--- src/rtl/utc_pkg.sv ---
`timescale 1ns / 1ps
// ----------------------------------------------------------------------------
// utc_pkg
// Shared types, constants and byte classifiers for the text stream counter.
// ----------------------------------------------------------------------------
package utc_pkg;

   localparam int COUNT_BITS = 48;
   localparam int TAB_STOP   = 8;
   localparam int OUT_BITS   = 48;
   localparam int CP_BITS    = 21;
   localparam int TAB_BITS   = $clog2(TAB_STOP + 3);

   localparam logic [COUNT_BITS-1:0] CNT_MAX   = {COUNT_BITS{1'b1}};
   localparam logic [TAB_BITS-1:0]   SAT_PHASE = TAB_BITS'(CNT_MAX % TAB_STOP);

   localparam logic [7:0] CH_TAB   = 8'h09;
   localparam logic [7:0] CH_LF    = 8'h0A;
   localparam logic [7:0] CH_VT    = 8'h0B;
   localparam logic [7:0] CH_FF    = 8'h0C;
   localparam logic [7:0] CH_CR    = 8'h0D;
   localparam logic [7:0] CH_SPACE = 8'h20;

   typedef enum logic {
      OP_COUNT  = 1'b0,
      OP_FINISH = 1'b1
   } op_type;

   typedef struct packed {
      op_type     operation;
      logic [7:0] data_byte;
   } req_word_type;

   typedef struct packed {
      logic [OUT_BITS-1:0] line_count;
      logic [OUT_BITS-1:0] word_count;
      logic [OUT_BITS-1:0] char_count;
      logic [OUT_BITS-1:0] byte_count;
      logic [OUT_BITS-1:0] max_width;
   } rsp_word_type;

   typedef struct packed {
      logic count;
      logic clear;
   } step_ctl_type;

   function automatic logic is_blank(input logic [7:0] c);
      return (c == CH_SPACE) || (c == CH_TAB) || (c == CH_LF) ||
             (c == CH_VT) || (c == CH_FF) || (c == CH_CR);
   endfunction

   function automatic logic is_wide(input logic [CP_BITS-1:0] c);
      return ((c >= 21'h01100) && (c <= 21'h0115F)) ||
             ((c >= 21'h02E80) && (c <= 21'h0303E)) ||
             ((c >= 21'h03041) && (c <= 21'h033FF)) ||
             ((c >= 21'h03400) && (c <= 21'h04DBF)) ||
             ((c >= 21'h04E00) && (c <= 21'h09FFF)) ||
             ((c >= 21'h0A000) && (c <= 21'h0A4CF)) ||
             ((c >= 21'h0AC00) && (c <= 21'h0D7A3)) ||
             ((c >= 21'h0F900) && (c <= 21'h0FAFF)) ||
             ((c >= 21'h0FE30) && (c <= 21'h0FE6F)) ||
             ((c >= 21'h0FF00) && (c <= 21'h0FF60)) ||
             ((c >= 21'h0FFE0) && (c <= 21'h0FFE6)) ||
             ((c >= 21'h20000) && (c <= 21'h3FFFD));
   endfunction

   function automatic logic [COUNT_BITS-1:0] sat_inc(input logic [COUNT_BITS-1:0] x);
      return (x == CNT_MAX) ? x : x + COUNT_BITS'(1);
   endfunction

   function automatic logic [OUT_BITS-1:0] to_out(input logic [COUNT_BITS-1:0] x);
      logic [COUNT_BITS+OUT_BITS-1:0] ext;
      ext = {{OUT_BITS{1'b0}}, x};
      return ext[OUT_BITS-1:0];
   endfunction

endpackage

--- src/rtl/utf8_text_stream_counter.sv ---
`timescale 1ns / 1ps
// ----------------------------------------------------------------------------
// utf8_text_stream_counter
// Line, word, character, byte and widest-line counter over a byte stream.
//
//   channel  dir  handshake              word
//   req      in   req_valid/req_ready    req_word_type (operation, data_byte)
//   rsp      out  rsp_valid/rsp_ready    rsp_word_type (five 48-bit counts)
//   csr      in   csr_valid/csr_ready    csr_data (measure_width)
//
// One word per clock while no finish stalls; a word is registered, then
// counted in the next cycle. A finish word loads the result word and clears
// the counters. Throughput is set by the result register: a finish stalls
// only while a previous result is still waiting. Count words never stall.
// Synchronous reset clears all counters and measure_width; csr is always ready.
// ----------------------------------------------------------------------------
module utf8_text_stream_counter
   import utc_pkg::*;
(
   input  logic         clock,
   input  logic         reset,
   input  logic         req_valid,
   output logic         req_ready,
   input  req_word_type req_word,
   output logic         rsp_valid,
   input  logic         rsp_ready,
   output rsp_word_type rsp_word,
   input  logic         csr_valid,
   output logic         csr_ready,
   input  logic         csr_data
);

   logic                  s1_valid_ff, s1_valid_in;
   req_word_type          s1_word_ff, s1_word_in;
   logic                  measure_ff, measure_in;
   logic                  s1_go;
   logic                  slot_free;
   step_ctl_type          ctl;
   logic [COUNT_BITS-1:0] lines, words, chars, bytes, column, widest;

   assign csr_ready  = 1'b1;
   assign measure_in = (csr_valid && csr_ready) ? csr_data : measure_ff;

   assign s1_go     = s1_valid_ff && (s1_word_ff.operation == OP_COUNT || slot_free);
   assign req_ready = !s1_valid_ff || s1_go;

   assign s1_valid_in = (req_valid && req_ready) ? 1'b1 : (s1_valid_ff && !s1_go);
   assign s1_word_in  = (req_valid && req_ready) ? req_word : s1_word_ff;

   assign ctl.count = s1_go && s1_word_ff.operation == OP_COUNT;
   assign ctl.clear = s1_go && s1_word_ff.operation == OP_FINISH;

   always_ff @(posedge clock) begin
      if (reset) begin
         s1_valid_ff <= 1'b0;
         measure_ff  <= 1'b0;
      end else begin
         s1_valid_ff <= s1_valid_in;
         measure_ff  <= measure_in;
      end
      s1_word_ff <= s1_word_in;
   end

   utc_tally u_tally (
      .clock     (clock),
      .reset     (reset),
      .ctl       (ctl),
      .data_byte (s1_word_ff.data_byte),
      .lines     (lines),
      .words     (words),
      .chars     (chars),
      .bytes     (bytes)
   );

   utc_width u_width (
      .clock     (clock),
      .reset     (reset),
      .ctl       (ctl),
      .measure   (measure_ff),
      .data_byte (s1_word_ff.data_byte),
      .column    (column),
      .widest    (widest)
   );

   utc_result u_result (
      .clock     (clock),
      .reset     (reset),
      .load      (ctl.clear),
      .measure   (measure_ff),
      .lines     (lines),
      .words     (words),
      .chars     (chars),
      .bytes     (bytes),
      .column    (column),
      .widest    (widest),
      .rsp_ready (rsp_ready),
      .rsp_valid (rsp_valid),
      .rsp_word  (rsp_word),
      .slot_free (slot_free)
   );

   a_count_never_stalls: assert property (@(posedge clock) disable iff (reset)
      s1_valid_ff && s1_word_ff.operation == OP_COUNT |-> s1_go)
      else $error("count word stalled");
   a_stage_holds: assert property (@(posedge clock) disable iff (reset)
      s1_valid_ff && !s1_go |=> s1_valid_ff && $stable(s1_word_ff))
      else $error("stalled word lost from input stage");
   a_one_step: assert property (@(posedge clock) disable iff (reset)
      !(ctl.count && ctl.clear)) else $error("count and clear in one cycle");

endmodule

--- src/rtl/utc_tally.sv ---
`timescale 1ns / 1ps
// ----------------------------------------------------------------------------
// utc_tally
// Saturating line, word, character and byte counters for one stream.
// ----------------------------------------------------------------------------
module utc_tally
   import utc_pkg::*;
(
   input  logic                  clock,
   input  logic                  reset,
   input  step_ctl_type          ctl,
   input  logic [7:0]            data_byte,
   output logic [COUNT_BITS-1:0] lines,
   output logic [COUNT_BITS-1:0] words,
   output logic [COUNT_BITS-1:0] chars,
   output logic [COUNT_BITS-1:0] bytes
);

   logic                  in_word_ff, in_word_in;
   logic [COUNT_BITS-1:0] lines_ff, lines_in;
   logic [COUNT_BITS-1:0] words_ff, words_in;
   logic [COUNT_BITS-1:0] chars_ff, chars_in;
   logic [COUNT_BITS-1:0] bytes_ff, bytes_in;

   always_comb begin
      in_word_in = in_word_ff;
      lines_in   = lines_ff;
      words_in   = words_ff;
      chars_in   = chars_ff;
      bytes_in   = bytes_ff;
      if (ctl.clear) begin
         in_word_in = 1'b0;
         lines_in   = '0;
         words_in   = '0;
         chars_in   = '0;
         bytes_in   = '0;
      end else if (ctl.count) begin
         bytes_in = sat_inc(bytes_ff);
         if (data_byte == CH_LF) begin
            lines_in = sat_inc(lines_ff);
         end
         if (is_blank(data_byte)) begin
            in_word_in = 1'b0;
         end else if (!in_word_ff) begin
            in_word_in = 1'b1;
            words_in   = sat_inc(words_ff);
         end
         if (data_byte[7:6] != 2'b10) begin
            chars_in = sat_inc(chars_ff);
         end
      end
   end

   always_ff @(posedge clock) begin
      if (reset) begin
         in_word_ff <= 1'b0;
         lines_ff   <= '0;
         words_ff   <= '0;
         chars_ff   <= '0;
         bytes_ff   <= '0;
      end else begin
         in_word_ff <= in_word_in;
         lines_ff   <= lines_in;
         words_ff   <= words_in;
         chars_ff   <= chars_in;
         bytes_ff   <= bytes_in;
      end
   end

   assign lines = lines_ff;
   assign words = words_ff;
   assign chars = chars_ff;
   assign bytes = bytes_ff;

   a_chars_le_bytes: assert property (@(posedge clock) disable iff (reset)
      chars_ff <= bytes_ff) else $error("character count exceeds byte count");
   a_words_le_bytes: assert property (@(posedge clock) disable iff (reset)
      words_ff <= bytes_ff && lines_ff <= bytes_ff)
      else $error("word or line count exceeds byte count");
   a_clear_zero: assert property (@(posedge clock) disable iff (reset)
      ctl.clear |=> bytes_ff == '0 && words_ff == '0 && !in_word_ff)
      else $error("counters not cleared after finish");

endmodule

--- src/rtl/utc_width.sv ---
`timescale 1ns / 1ps
// ----------------------------------------------------------------------------
// utc_width
// Display column tracker: tab stops, UTF-8 decode, wide glyphs, widest line.
// ----------------------------------------------------------------------------
module utc_width
   import utc_pkg::*;
(
   input  logic                  clock,
   input  logic                  reset,
   input  step_ctl_type          ctl,
   input  logic                  measure,
   input  logic [7:0]            data_byte,
   output logic [COUNT_BITS-1:0] column,
   output logic [COUNT_BITS-1:0] widest
);

   logic [COUNT_BITS-1:0] col_ff, col_in;
   logic [COUNT_BITS-1:0] widest_ff, widest_in;
   logic [TAB_BITS-1:0]   phase_ff, phase_in;
   logic [CP_BITS-1:0]    cp_ff, cp_in;
   logic [1:0]            pend_ff, pend_in;

   logic                  add_en;
   logic [TAB_BITS-1:0]   add_amt;
   logic [CP_BITS-1:0]    cp_next;
   logic [COUNT_BITS:0]   col_sum;
   logic [TAB_BITS:0]     ph_sum;

   assign cp_next = {cp_ff[CP_BITS-7:0], data_byte[5:0]};

   always_comb begin
      col_in    = col_ff;
      widest_in = widest_ff;
      phase_in  = phase_ff;
      cp_in     = cp_ff;
      pend_in   = pend_ff;
      add_en    = 1'b0;
      add_amt   = '0;
      col_sum   = '0;
      ph_sum    = '0;
      if (ctl.clear) begin
         col_in    = '0;
         widest_in = '0;
         phase_in  = '0;
         cp_in     = '0;
         pend_in   = '0;
      end else if (ctl.count && measure) begin
         priority if (data_byte == CH_LF || data_byte == CH_CR || data_byte == CH_FF) begin
            if (col_ff > widest_ff) begin
               widest_in = col_ff;
            end
            col_in   = '0;
            phase_in = '0;
            pend_in  = '0;
         end else if (data_byte == CH_TAB) begin
            add_en  = 1'b1;
            add_amt = TAB_BITS'(TAB_STOP) - phase_ff;
            pend_in = '0;
         end else if (!data_byte[7]) begin
            add_en  = 1'b1;
            add_amt = TAB_BITS'(1);
            pend_in = '0;
         end else if (data_byte[7:6] == 2'b10) begin
            if (pend_ff != 2'd0) begin
               cp_in   = cp_next;
               pend_in = pend_ff - 2'd1;
               if (pend_ff == 2'd1) begin
                  add_en  = 1'b1;
                  add_amt = is_wide(cp_next) ? TAB_BITS'(2) : TAB_BITS'(1);
               end
            end
         end else if (data_byte[7:5] == 3'b110) begin
            cp_in   = CP_BITS'(data_byte[4:0]);
            pend_in = 2'd1;
         end else if (data_byte[7:4] == 4'b1110) begin
            cp_in   = CP_BITS'(data_byte[3:0]);
            pend_in = 2'd2;
         end else if (data_byte[7:3] == 5'b11110) begin
            cp_in   = CP_BITS'(data_byte[2:0]);
            pend_in = 2'd3;
         end else begin
            add_en  = 1'b1;
            add_amt = TAB_BITS'(1);
            pend_in = '0;
         end
         if (add_en) begin
            col_sum = {1'b0, col_ff} + (COUNT_BITS+1)'(add_amt);
            ph_sum  = {1'b0, phase_ff} + {1'b0, add_amt};
            if (ph_sum >= (TAB_BITS+1)'(TAB_STOP)) begin
               ph_sum = ph_sum - (TAB_BITS+1)'(TAB_STOP);
            end
            if (ph_sum >= (TAB_BITS+1)'(TAB_STOP)) begin
               ph_sum = ph_sum - (TAB_BITS+1)'(TAB_STOP);
            end
            if (col_sum[COUNT_BITS]) begin
               col_in   = CNT_MAX;
               phase_in = SAT_PHASE;
            end else begin
               col_in   = col_sum[COUNT_BITS-1:0];
               phase_in = ph_sum[TAB_BITS-1:0];
            end
         end
      end
   end

   always_ff @(posedge clock) begin
      if (reset) begin
         col_ff    <= '0;
         widest_ff <= '0;
         phase_ff  <= '0;
         cp_ff     <= '0;
         pend_ff   <= '0;
      end else begin
         col_ff    <= col_in;
         widest_ff <= widest_in;
         phase_ff  <= phase_in;
         cp_ff     <= cp_in;
         pend_ff   <= pend_in;
      end
   end

   assign column = col_ff;
   assign widest = widest_ff;

   a_phase_range: assert property (@(posedge clock) disable iff (reset)
      phase_ff < TAB_BITS'(TAB_STOP)) else $error("tab phase out of range");
   a_hold_when_off: assert property (@(posedge clock) disable iff (reset)
      !measure && !ctl.clear |=> $stable(col_ff) && $stable(pend_ff) && $stable(widest_ff))
      else $error("width state moved while measurement off");
   a_clear_zero: assert property (@(posedge clock) disable iff (reset)
      ctl.clear |=> col_ff == '0 && widest_ff == '0 && pend_ff == 2'd0)
      else $error("width state not cleared after finish");

endmodule

--- src/rtl/utc_width_dummy_never.sv ---
`timescale 1ns / 1ps
// ----------------------------------------------------------------------------
// utc_result
// Result register: holds the finished count word until it is taken.
// ----------------------------------------------------------------------------
module utc_result
   import utc_pkg::*;
(
   input  logic                  clock,
   input  logic                  reset,
   input  logic                  load,
   input  logic                  measure,
   input  logic [COUNT_BITS-1:0] lines,
   input  logic [COUNT_BITS-1:0] words,
   input  logic [COUNT_BITS-1:0] chars,
   input  logic [COUNT_BITS-1:0] bytes,
   input  logic [COUNT_BITS-1:0] column,
   input  logic [COUNT_BITS-1:0] widest,
   input  logic                  rsp_ready,
   output logic                  rsp_valid,
   output rsp_word_type          rsp_word,
   output logic                  slot_free
);

   logic                  valid_ff, valid_in;
   rsp_word_type          word_ff, word_in;
   logic [COUNT_BITS-1:0] final_width;

   assign slot_free   = !valid_ff || rsp_ready;
   assign final_width = (measure && column > widest) ? column : widest;

   always_comb begin
      word_in  = word_ff;
      valid_in = valid_ff && !rsp_ready;
      if (load) begin
         valid_in            = 1'b1;
         word_in.line_count  = to_out(lines);
         word_in.word_count  = to_out(words);
         word_in.char_count  = to_out(chars);
         word_in.byte_count  = to_out(bytes);
         word_in.max_width   = to_out(final_width);
      end
   end

   always_ff @(posedge clock) begin
      if (reset) begin
         valid_ff <= 1'b0;
      end else begin
         valid_ff <= valid_in;
      end
      word_ff <= word_in;
   end

   assign rsp_valid = valid_ff;
   assign rsp_word  = word_ff;

   a_load_when_free: assert property (@(posedge clock) disable iff (reset)
      load |-> slot_free) else $error("result overwritten before it was taken");
   a_rise_on_load: assert property (@(posedge clock) disable iff (reset)
      $rose(valid_ff) |-> $past(load)) else $error("result appeared without a finish");

endmodule

--- config.mk ---
export PLATFORM = sky130hd
export DESIGN_NAME = utf8_text_stream_counter
export DESIGN_NICKNAME = d
export VERILOG_FILES = /design/src/rtl/utc_pkg.sv /design/src/rtl/utf8_text_stream_counter.sv /design/src/rtl/utc_tally.sv /design/src/rtl/utc_width.sv /design/src/rtl/utc_width_dummy_never.sv
export SDC_FILE = /design/constraint.sdc
export NUM_CORES = 1
export LEC_CHECK = 0
export ABC_AREA = 0
export BUFFER_PORTS_ARGS = -buffer_cell sky130_fd_sc_hd__buf_2
export CELL_PAD_IN_SITES_DETAIL_PLACEMENT = 1
export CELL_PAD_IN_SITES_GLOBAL_PLACEMENT = 2
export CORE_UTILIZATION = 39
export CTS_CLUSTER_SIZE = 25
export DETAILED_ROUTE_END_ITERATION = 7
export PLACE_DENSITY_LB_ADDON = 0.1
export SYNTH_ARGS = -nofsm -noshare
export SYNTH_HDL_FRONTEND = slang
export SYNTH_HIERARCHICAL = 1
export SYNTH_SLANG_ARGS = --single-unit
export TNS_END_PERCENT = 20
--- constraint.sdc ---
create_clock -name clock -period 8.65 [get_ports clock]
set_clock_uncertainty 0.15 [all_clocks]
set_input_delay 2.595 -clock clock [delete_from_list [all_inputs] [get_ports clock]]
set_output_delay 2.595 -clock clock [all_outputs]
set_load 0.01 [all_outputs]
==> summary.md, run 1 <==
| Metric | Value |
|---|---|
| Status | completed |
| Post-synthesis cell type count | 103 |
| Switching share of power | 22.54% |
| Most common cell after layout, fill and taps aside | dfxtp_1 |
| Final WL | about 77000 µm |
| P_leak | about 11 nW |
| Layout cells sized above 1 | 16.56% |
| Yosys Warn Count | 6 |
| Worst hold path cell count | 2 |
| Die ar. | 70630 µm² |
| Commonest cells after routing, fill and taps aside | dfxtp_1, buf_2, edfxtp_1, nand2_1, nor2_1 |
| PortBufs | about 260 |
| Fin nets | roughly 3000 |
| Data arrival time of the worst path | 3180 ps |
| Hold Path Class | reg2reg |
| Synthesized flop and latch total | 562 |
| Post-synth EDFFs | 249 |
| RSZ-0062 raised after global routing | no |
| Detail Route Antenna Nets | 0 |
| Maximum clock frequency | 168.7 MHz |
| Die Y | approximately 270 µm |
| Reg-to-Reg Start | s1_word_ff[5]$_DFFE_PP_ |
| DP Cell Count | 3720 |
| Root buffer cell | clkbuf_16 |
| Final hold vios | 0 |
| Top post-synthesis cells by area | edfxtp_1, dfxtp_1, ha_1 |
| DR iter-0 viols | 1111 |
| Final Setup Violations | 0 |
| Initial Utilization | 39.49% |
| # IOs | 258 |
| Largest net degree at the start of global routing | 188 |
| Max FO, Critical Path | 3 |
| # clock sinks | 562 |
| CTS tree | built |
| Fill cells | 7735 |
| Critical path type | in2out |
| Htree depth | 3 |
| Chip Width | 265.8 µm |
| Drt wl/cell | between 20 and 25 µm |
| # Post-CTS Setup Buffers | 0 |
| DRC Markers | 0 |
| Net count after synthesis | 2772 |
| Comb power frac | 2.4% |
| Syn-to-layout area delta | 15.10% |
| Post-DP HPWL | 53920 µm |
| Clk buf depth | 3 |
| Clk network pwr share | 47.9% |
| TNS Setup | 0 ps |
| P per Cell Area | between 150 and 200 nW/µm² |
| Post-synth top flop | dfxtp_1 |
| Worst slew margin | between 10% and 20% |
| Total number of vias | 21080 |
| Startpoint types | input port |
| Endpoint class of the critical path | primary output |
| Detailed Routing Iterations Pass 1 | 6 |
| RD Place Congestion | about 0.82 |
| Pint | between 4 and 5 mW |
| CP dominant cell by count | buf_2 |
| Synthesized cell area | 27130 µm² |
| Seq/Total Area, Yosys | 50.65% |
| Ys async rst share | 0% |
| Max-slew violation count | 0 |
| Post-Synthesis Cells | 2641 |
| Worst-Margin Slew | 1245 ps |
| Delay-heaviest family, CP | simple AND/OR/NAND/NOR gates |
| Worst setup startpoint | rsp_ready |
| Vias in the first global route | 21465 |
| Fin crit share | roughly two thirds |
| Gr usage total | 21.64% |
| Seq pwr share | between 40% and 50% |
| Final Non-Filler Cells | 3844 |
| Post-synth top area share | 27.56% |
| Gr ovfl total | 0 |
| PostCTS Resize Cnt | 0 |
| HP Start | u_width/cp_ff[13]$_SDFFE_PP0P_ |
| Leading area contributor after synthesis | edfxtp_1 |
| CTS Buf Count | 66 |
| Row Count | 96 |
| Crit-path slowest cell | nand3b_4 |
| Worst path cell trace | buf_2 > nand2b_1 > nand3b_4 > buf_2 |
| Worst hold slack | 316.2 ps |
| Core footprint | 68710 µm² |
| Mean Syn Cell Area | 10.27 µm² |
| Switching Power | 1.275 mW |
| Total power | 5.656 mW |
| Cts hold-fix bufs | 0 |
| R2r setup slk | 3380 ps |
| Worst skew pair latency | 620 ps |
| Clk pin slew, worst setup/hold paths | approximately 50 ps |
| Initial antenna violation count | 3 |
| Crit path largest cell delay | 180 ps |
| VDD IR max | ~0.13 mV |
| Max Cap Viol | 0 |
| Crit path time final | 5929 ps |
| CP Buf/Inv Count | 2 |
| WP depth | 4 |
| R2r worst-path depth | 16 |
| CP Data Required Time | 5910 ps |
| Via density | 5.484 |
| Global-route wire length before repair | 121800 µm |
==> per-stage QoR <==
step / area (µm²) / setup slack [ps] / util [%]
floorplan: 27130 / 1493 / -
global placement: 29130 / 2729 / 42.40
detailed placement: 29130 / 2725 / 42.40
CTS: 31220 / 2715 / 45.44
global route: 31230 / 2685 / 45.45
finish: 31230 / 2721 / 45.45
==> metal layers <==
metal,global-route usage (%),up-vias,share of wire [%]
met4,6.306,2,2.0
met2,35.95,358,48
met5,0,-,0.026
met3,3.198,97,3.7
li1,-,10081,-
met1,29.13,10542,47
==> state kept, by name, summed over array words and instances, names as in the netlist <==
| signal | flops |
|---|---|
| u_tally/bytes | 48 |
| measure_ff | 1 |
| u_result/rsp_valid | 1 |
| u_tally/in_word_ff | 1 |
| u_result/rsp_word | 240 |
| u_tally/chars | 48 |
| s1_word_ff | 9 |
| u_width/widest | 48 |
| u_tally/lines | 48 |
| u_width/pend_ff | 2 |
| s1_valid_ff | 1 |
| u_width/cp_ff | 15 |
| u_width/phase_ff | 4 |
| u_tally/words | 48 |
| u_width/column | 48 |
==> final timing paths <==
check | to
worst min register to register | u_width/cp_ff[13]$_SDFFE_PP0P_
worst max register to register | u_width/column[13]$_SDFFE_PP0P_
worst max-delay path | req_ready
worst min-delay path | u_width/cp_ff[13]$_SDFFE_PP0P_
==> kinds of logic after synthesis <==
family,Yosys count,share of synthesized area [%]
flip-flops,562,50.65
multiplexers,101,4.224
other,1,0.01382
adder cells (fa/ha/maj),116,5.405
AO/OA/AOI/OAI,370,9.117
buffers and inverters,255,4.077
XOR/XNOR,163,5.262
AND/OR/NAND/NOR,1073,21.25
==> power groups by stage <==
stage | clock, mW | combinational [mW] | sequential, mW
finish | 2.71 | 0.135 | 2.81
global route | 2.90 | 0.147 | 2.81
CTS | 2.80 | 0.138 | 2.81
detailed placement | 0 | 0.138 | 2.87
global placement | 0 | 0.134 | 2.87
floorplan | 0 | 0.0716 | 2.87
==> synth_stat cells, drive strengths merged (25+ instances only) <==
cell    number
a21oi      151
and3        30
and4        31
buf         42
clkbuf      80
dfxtp      313
edfxtp     249
ha         114
inv        133
mux2        48
mux2i       53
nand2      250
nand3      133
nand4      101
nor2       237
nor3        82
nor4        62
o21ai       51
or3         35
or4         25
xnor2      107
xor2        56
==> final cells by class <==
type	instances	area (µm²)	share of cell area [%]
Sequential cell	562	13740	44.01
Multi-Input combinational cell	1824	12310	39.43
Clock buffer	100	1851	5.926
Timing Repair Buffer	270	1411	4.520
Tap cell	931	1165	3.730
Inverter	133	499.2	1.599
Clock inverter	22	241.5	0.7733
Antenna cell	2	5.005	0.01603
==> worst min-delay path, delay by kind of cell (launching register included) <==
kind             cells  cell delay (ps)
AO/OA/AOI/OAI        1               50
AND/OR/NAND/NOR      1               60
flip-flops           1              310
Note: power is estimated with default switching activity, not from simulation.
==> inputs of run 2 (changes only) <==
- clock period: 8.65 -> 6.1 ns (I/O delays scaled with it)
==> run 2 against run 1 <==
Worst setup slack got worse by 2000 ps; sequential share of layout area fell by 0.38 points; worst hold slack improved by 5.3 ps; count of clock-buffer cells in the layout fell by 3; register-to-register slack got worse by 2600 ps; final cell count rose by 0.21%; critical path depth rose by 13; sequential power rose by 42%; first-iteration DRC count rose by 11%; core utilization rose by 0.39 points; clock power rose by 53%; design area rose by 0.87%; critical endpoint is now u_width/column[13]$_SDFFE_PP0P_.
==> summary.md, run 2 (synthesized netlist as in run 1, its figures left out) <==
| Metric | Value |
|---|---|
| Status | completed |
| Htree depth | 3 (unchanged) |
| Worst hold slack | 321.5 ps (+5.349 ps) |
| Layout cells sized above 1 | 17.07% (+0.51 points) |
| Drt wl/cell | 20.34 µm (+1.0%) |
| Initial Utilization | 39.49% (unchanged) |
| Startpoint types | register |
| Clk network pwr share | 49.8% (+1.9 points) |
| DRC Markers | 0 (unchanged) |
| Crit path largest cell delay | 800 ps (+620 ps) |
| Worst path cell trace | and4_1 > nand4_1 > o311ai_0 > a31oi_1 > o2111ai_1 > o21ai_1 > ha_1 > inv_1 > fa_1 > nor2b_1 > o21a_1 > o2111ai_1 > nor2b_1 > buf_4 > nor2_1 > a41oi_1 > o21a_1 |
| Endpoint class of the critical path | register |
| Finished Core Util | 45.84% (+0.39 points) |
| CP Data Required Time | 6430 ps (+520 ps) |
| Worst slew margin | 17.85% (+0.92 points) |
| RD Place Congestion | 0.8543 (+4.6%) |
| TNS Setup | 0 ps (unchanged) |
| DR iter-0 viols | 1230 (+11%) |
| CP Buf/Inv Count | 2 (unchanged) |
| Syn-to-layout area delta | 16.09% |
| Most common cell after layout, fill and taps aside | dfxtp_1 |
| Delay-heaviest family, CP | compound AO/OA/AOI/OAI gates |
| Detailed Routing Iterations Pass 1 | 5 (-1) |
| Max-slew violation count | 0 (unchanged) |
| Root buffer cell | clkbuf_16 |
| Crit-path slowest cell | edfxtp_1 |
| Clk pin slew, worst setup/hold paths | 60 ps (about the same) |
| Hold Path Class | reg2reg |
| Post-DP HPWL | 55190 µm (+2.4%) |
| Clk buf depth | 3 (unchanged) |
| Maximum clock frequency | 186.7 MHz |
| Final Setup Violations | 0 (unchanged) |
| Max FO, Critical Path | 21 (+18) |
| Comb power frac | 2.3% (about the same) |
| Die Y | 265.8 µm (unchanged) |
| Crit path time final | 5356 ps |
| Data arrival time of the worst path | 5690 ps (+2510 ps) |
| Gr ovfl total | 0 (unchanged) |
| Switching share of power | 21.75% (-0.79 points) |
| Initial antenna violation count | 5 (+2) |
| Worst skew pair latency | 600 ps (-20 ps) |
| Row Count | 96 (unchanged) |
| R2r setup slk | 740 ps (-2640 ps) |
| # IOs | 258 (unchanged) |
| Switching Power | 1.810 mW (+42%) |
| Critical path type | reg2reg |
| Detail Route Antenna Nets | 0 (unchanged) |
| Vias in the first global route | 21776 (+1.4%) |
| Global-route wire length before repair | 123400 µm (+1.3%) |
| Max Cap Viol | 0 (unchanged) |
| P per Cell Area | 264.2 nW/µm² (+46%) |
| Gr usage total | 22.01% (+0.37 points) |
| VDD IR max | 0.2210 mV (+76%) |
| CTS Buf Count | 67 (+1.5%) |
| Commonest cells after routing, fill and taps aside | dfxtp_1, buf_2, edfxtp_1, nand2_1, nor2_1 |
| Cts hold-fix bufs | 0 (unchanged) |
| Largest net degree at the start of global routing | 176 (-6.4%) |
| Worst-Margin Slew | 1232 ps (-12.55 ps) |
| CTS tree | built |
| Die ar. | 70630 µm² (unchanged) |
| Seq pwr share | 47.9% (-1.8 points) |
| Fin nets | 2993 (+0.17%) |
| Core footprint | 68710 µm² (unchanged) |
| PortBufs | 256 (unchanged) |
| RSZ-0062 raised after global routing | no |
| Via density | 5.481 (about the same) |
| # Post-CTS Setup Buffers | 0 (unchanged) |
| Fin crit share | 87.81% |
| Pint | 6.513 mW (+49%) |
| Final WL | 78330 µm (+1.2%) |
| Chip Width | 265.8 µm (unchanged) |
| Max reg flops | 240 (unchanged) |
| # clock sinks | 562 (unchanged) |
| Total number of vias | 21111 (+0.15%) |
| PostCTS Resize Cnt | 0 (unchanged) |
| Final hold vios | 0 (unchanged) |
| P_leak | 11.13 nW (+1.2%) |
==> run 2: worst paths after layout <==
kind	cells past startpoint	startpoint	to
max	17	s1_word_ff[5]$_DFFE_PP_	u_width/column[13]$_SDFFE_PP0P_
min	0	u_tally/chars[18]$_SDFFE_PP0P_	u_result/rsp_word[114]$_DFFE_PP_
max reg2reg	17	s1_word_ff[5]$_DFFE_PP_	u_width/column[13]$_SDFFE_PP0P_
min reg2reg	0	u_tally/chars[18]$_SDFFE_PP0P_	u_result/rsp_word[114]$_DFFE_PP_
==> run 2: power by group through the flow <==
stage / sequential, mW / clock (mW) / combinational (mW)
2_1_floorplan: 4.07 / 0 / 0.102
3_3_place_gp: 4.06 / 0 / 0.195
3_5_place_dp: 4.07 / 0 / 0.199
4_1_cts: 3.98 / 4.26 / 0.200
5_1_grt: 3.99 / 4.40 / 0.213
6_report: 3.98 / 4.14 / 0.195
==> run 2: stage by stage <==
step                area, µm²  worst slack [ps]  instances  power, mW
floorplan               27130             945.0       2641      4.172
global route            31500             335.0       3852      8.604
CTS                     31490             834.8       3848      8.446
detailed placement      29200             884.6       3724      4.265
finish                  31500             743.5       3852      8.322
global placement        29200              1074       3724      4.259
==> run 2: metal layers <==
layer  vias to the layer above  track usage, %  share of wire, %
li1                      10102               -                 -
met1                     10466           29.26                46
met2                       426           36.05                47
met3                       117           3.290               4.2
met4                         0           8.450               3.0
met5                         -               0                 0
==> run 2: area by class of cell <==
cell class	count	area [µm²]
antenna	4	10.01
clock buffer	97	1963
clock inverter	27	326.6
fill	7589	37210
inverter	133	499.2
multi-input combinational	1824	12310
sequential	562	13740
tap	931	1165
timing repair buffer	274	1479
==> inputs of run 3 (changes only) <==
- CORE_ASPECT_RATIO: default -> 1.1
==> run 3 against run 2 <==
Critical path depth rose by 1; sequential share of layout area rose by 0.13 points; global-route usage rose by 0.19 points; largest cell class unchanged; count of clock-buffer cells in the layout fell by 12; wire length rose by 0.52%; largest power group is now registers; worst setup slack improved by 80 ps; clock power fell by 4%; combinational power barely moved; worst hold slack got worse by 4.3 ps; highest routed layer unchanged; critical path type unchanged; fmax rose by 1.5%.
==> summary.md, run 3 (synthesized netlist as in run 1, its figures left out) <==
| Metric | Value |
|---|---|
| Status | completed |
| Startpoint types | register |
| Commonest cells after routing, fill and taps aside | dfxtp_1, buf_2, edfxtp_1, nand2_1, nor2_1 |
| Root buffer cell | clkbuf_16 |
| R2r worst-path depth | 18 (+1) |
| Worst slew margin | 22.12% (+4.3 points) |
| Final instance area | 31400 µm² (-0.30%) |
| FF+latch area | 13740 µm² (unchanged) |
| Final hold vios | 0 (unchanged) |
| PortBufs | 256 (unchanged) |
| Chip Width | 253.5 µm (-4.6%) |
| # clock sinks | 562 (unchanged) |
| Fin nets | 2999 (+0.20%) |
| Multi-input gate area | 12310 µm² (unchanged) |
| # Post-CTS Setup Buffers | 0 (unchanged) |
| CTS tree | built |
| Finished Core Util | 45.60% (-0.25 points) |
| Clk pin slew, worst setup/hold paths | 60 ps (about the same) |
| Crit path time final | 5276 ps (-80.14 ps) |
| Fill cells | 7657 (+0.90%) |
| Most common cell after layout, fill and taps aside | dfxtp_1 |
| Max Cap Viol | 0 (unchanged) |
| Total power | 8.142 mW (-2.2%) |
| Die ar. | 70630 µm² (about the same) |
| CP Data Required Time | 6400 ps (-30 ps) |
| Data arrival time of the worst path | 5580 ps (-110 ps) |
| DRC Markers | 0 (unchanged) |
| Worst-Margin Slew | 1159 ps (-72.78 ps) |
| Final Non-Filler Cells | 3849 (-0.078%) |
| Placed instance area | 29250 µm² (+0.16%) |
| Initial antenna violation count | 2 (-3) |
| Maximum clock frequency | 189.5 MHz (+1.5%) |
| Final WL | 78740 µm (+0.52%) |
| DR iter-0 viols | 1038 (-16%) |
| Total number of vias | 21075 (-0.17%) |
| Syn-to-layout area delta | 15.75% |
| Detail Route Antenna Nets | 0 (unchanged) |
| Htree depth | 3 (unchanged) |
| Largest net degree at the start of global routing | 144 (-18%) |
| Max-slew violation count | 0 (unchanged) |
| Pre-CTS WS | 886.7 ps (+2.098 ps) |
| Core footprint | 68870 µm² (+0.24%) |
| Fin crit share | 86.50% (-1.3 points) |
| Worst hold path cell count | 2 (+2) |
| RD Place Congestion | 0.8126 (-4.9%) |
| R2r setup slk | 820 ps (+80 ps) |
| DP Cell Count | 3727 (+0.081%) |
| Post-DP HPWL | 55830 µm (+1.1%) |
| Drt wl/cell | 20.46 µm (+0.60%) |
| Via density | 5.475 (about the same) |
| Endpoint class of the critical path | register |
| Setup ws final | 823.6 ps (+80.14 ps) |
| Die Y | 278.6 µm (+4.8%) |
| VDD IR max | 0.2109 mV (-4.6%) |
| Critical path type | reg2reg |
| Worst skew pair latency | 620 ps (+20 ps) |
| Cts hold-fix bufs | 0 (unchanged) |
| Global-route wire length before repair | 124200 µm (+0.60%) |
| Initial Utilization | 39.39% (-0.095 points) |
| Hold Path Class | reg2reg |
| Clk buf depth | 3 (unchanged) |
| CTS Buf Count | 66 (-1.5%) |
| Gr usage total | 22.21% (+0.19 points) |
| P_leak | 11.12 nW (-0.13%) |
| RSZ-0062 raised after global routing | no |
| P per Cell Area | 259.3 nW/µm² (-1.9%) |
| Final Setup Violations | 0 (unchanged) |
| # IOs | 258 (unchanged) |
| PostCTS Resize Cnt | 0 (unchanged) |
| Layout cells sized above 1 | 17.33% (+0.26 points) |
| Detailed Routing Iterations Pass 1 | 5 (unchanged) |
| TNS Setup | 0 ps (unchanged) |
| Max reg flops | 240 (unchanged) |
| Gr ovfl total | 0 (unchanged) |
| Row Count | 101 (+5.2%) |
| Worst hold slack | 317.2 ps (-4.338 ps) |
| Max FO, Critical Path | 15 (-29%) |
| Vias in the first global route | 21732 (-0.20%) |
## run 3: critical path, stage by stage (launching register included)
cell and delay [ps]:
edfxtp_1 630, nor3_1 470, nand2_1 100, a221o_1 360
a41oi_1 220, o21ai_0 140, o2111ai_1 210, o21ai_1 150
ha_1 220, inv_1 70, fa_1 200, nor2b_1 60
o21a_1 230, o2111ai_1 510, nand2b_1 600, buf_4 340
nand2_1 150, o21ai_0 230, a21oi_1 90
## run 3: path summary, 6_finish.rpt
kind                                        from                        endpoint
setup / recovery         s1_word_ff[4]$_DFFE_PP_  u_width/column[5]$_SDFFE_PP0P_
setup reg to reg         s1_word_ff[4]$_DFFE_PP_  u_width/column[5]$_SDFFE_PP0P_
hold / removal    u_width/cp_ff[13]$_SDFFE_PP0P_  u_width/cp_ff[13]$_SDFFE_PP0P_
hold reg to reg   u_width/cp_ff[13]$_SDFFE_PP0P_  u_width/cp_ff[13]$_SDFFE_PP0P_
## run 3: where the power goes
group          switching (mW)  internal (mW)
clock                    1.64           2.32
sequential             0.0283           3.96
combinational           0.149         0.0489
total                    1.81           6.33
## run 3: layer usage
layer  part of all wire (%)  global-route usage, %  up-vias
met5                      0                      0        -
met4                    2.9                  8.081        0
met3                    3.6                  3.151      135
met2                     48                  37.04      372
met1                     45                  29.14    10481
li1                       -                      -    10087
## run 3: cell type report
type | count | share of cell area [%]
antenna | 2 | 0.01594
multi-input combinational | 1824 | 39.20
sequential | 562 | 43.76
inverter | 133 | 1.590
clock buffer | 85 | 5.745
clock inverter | 35 | 1.112
tap | 927 | 3.693
timing repair buffer | 281 | 4.877
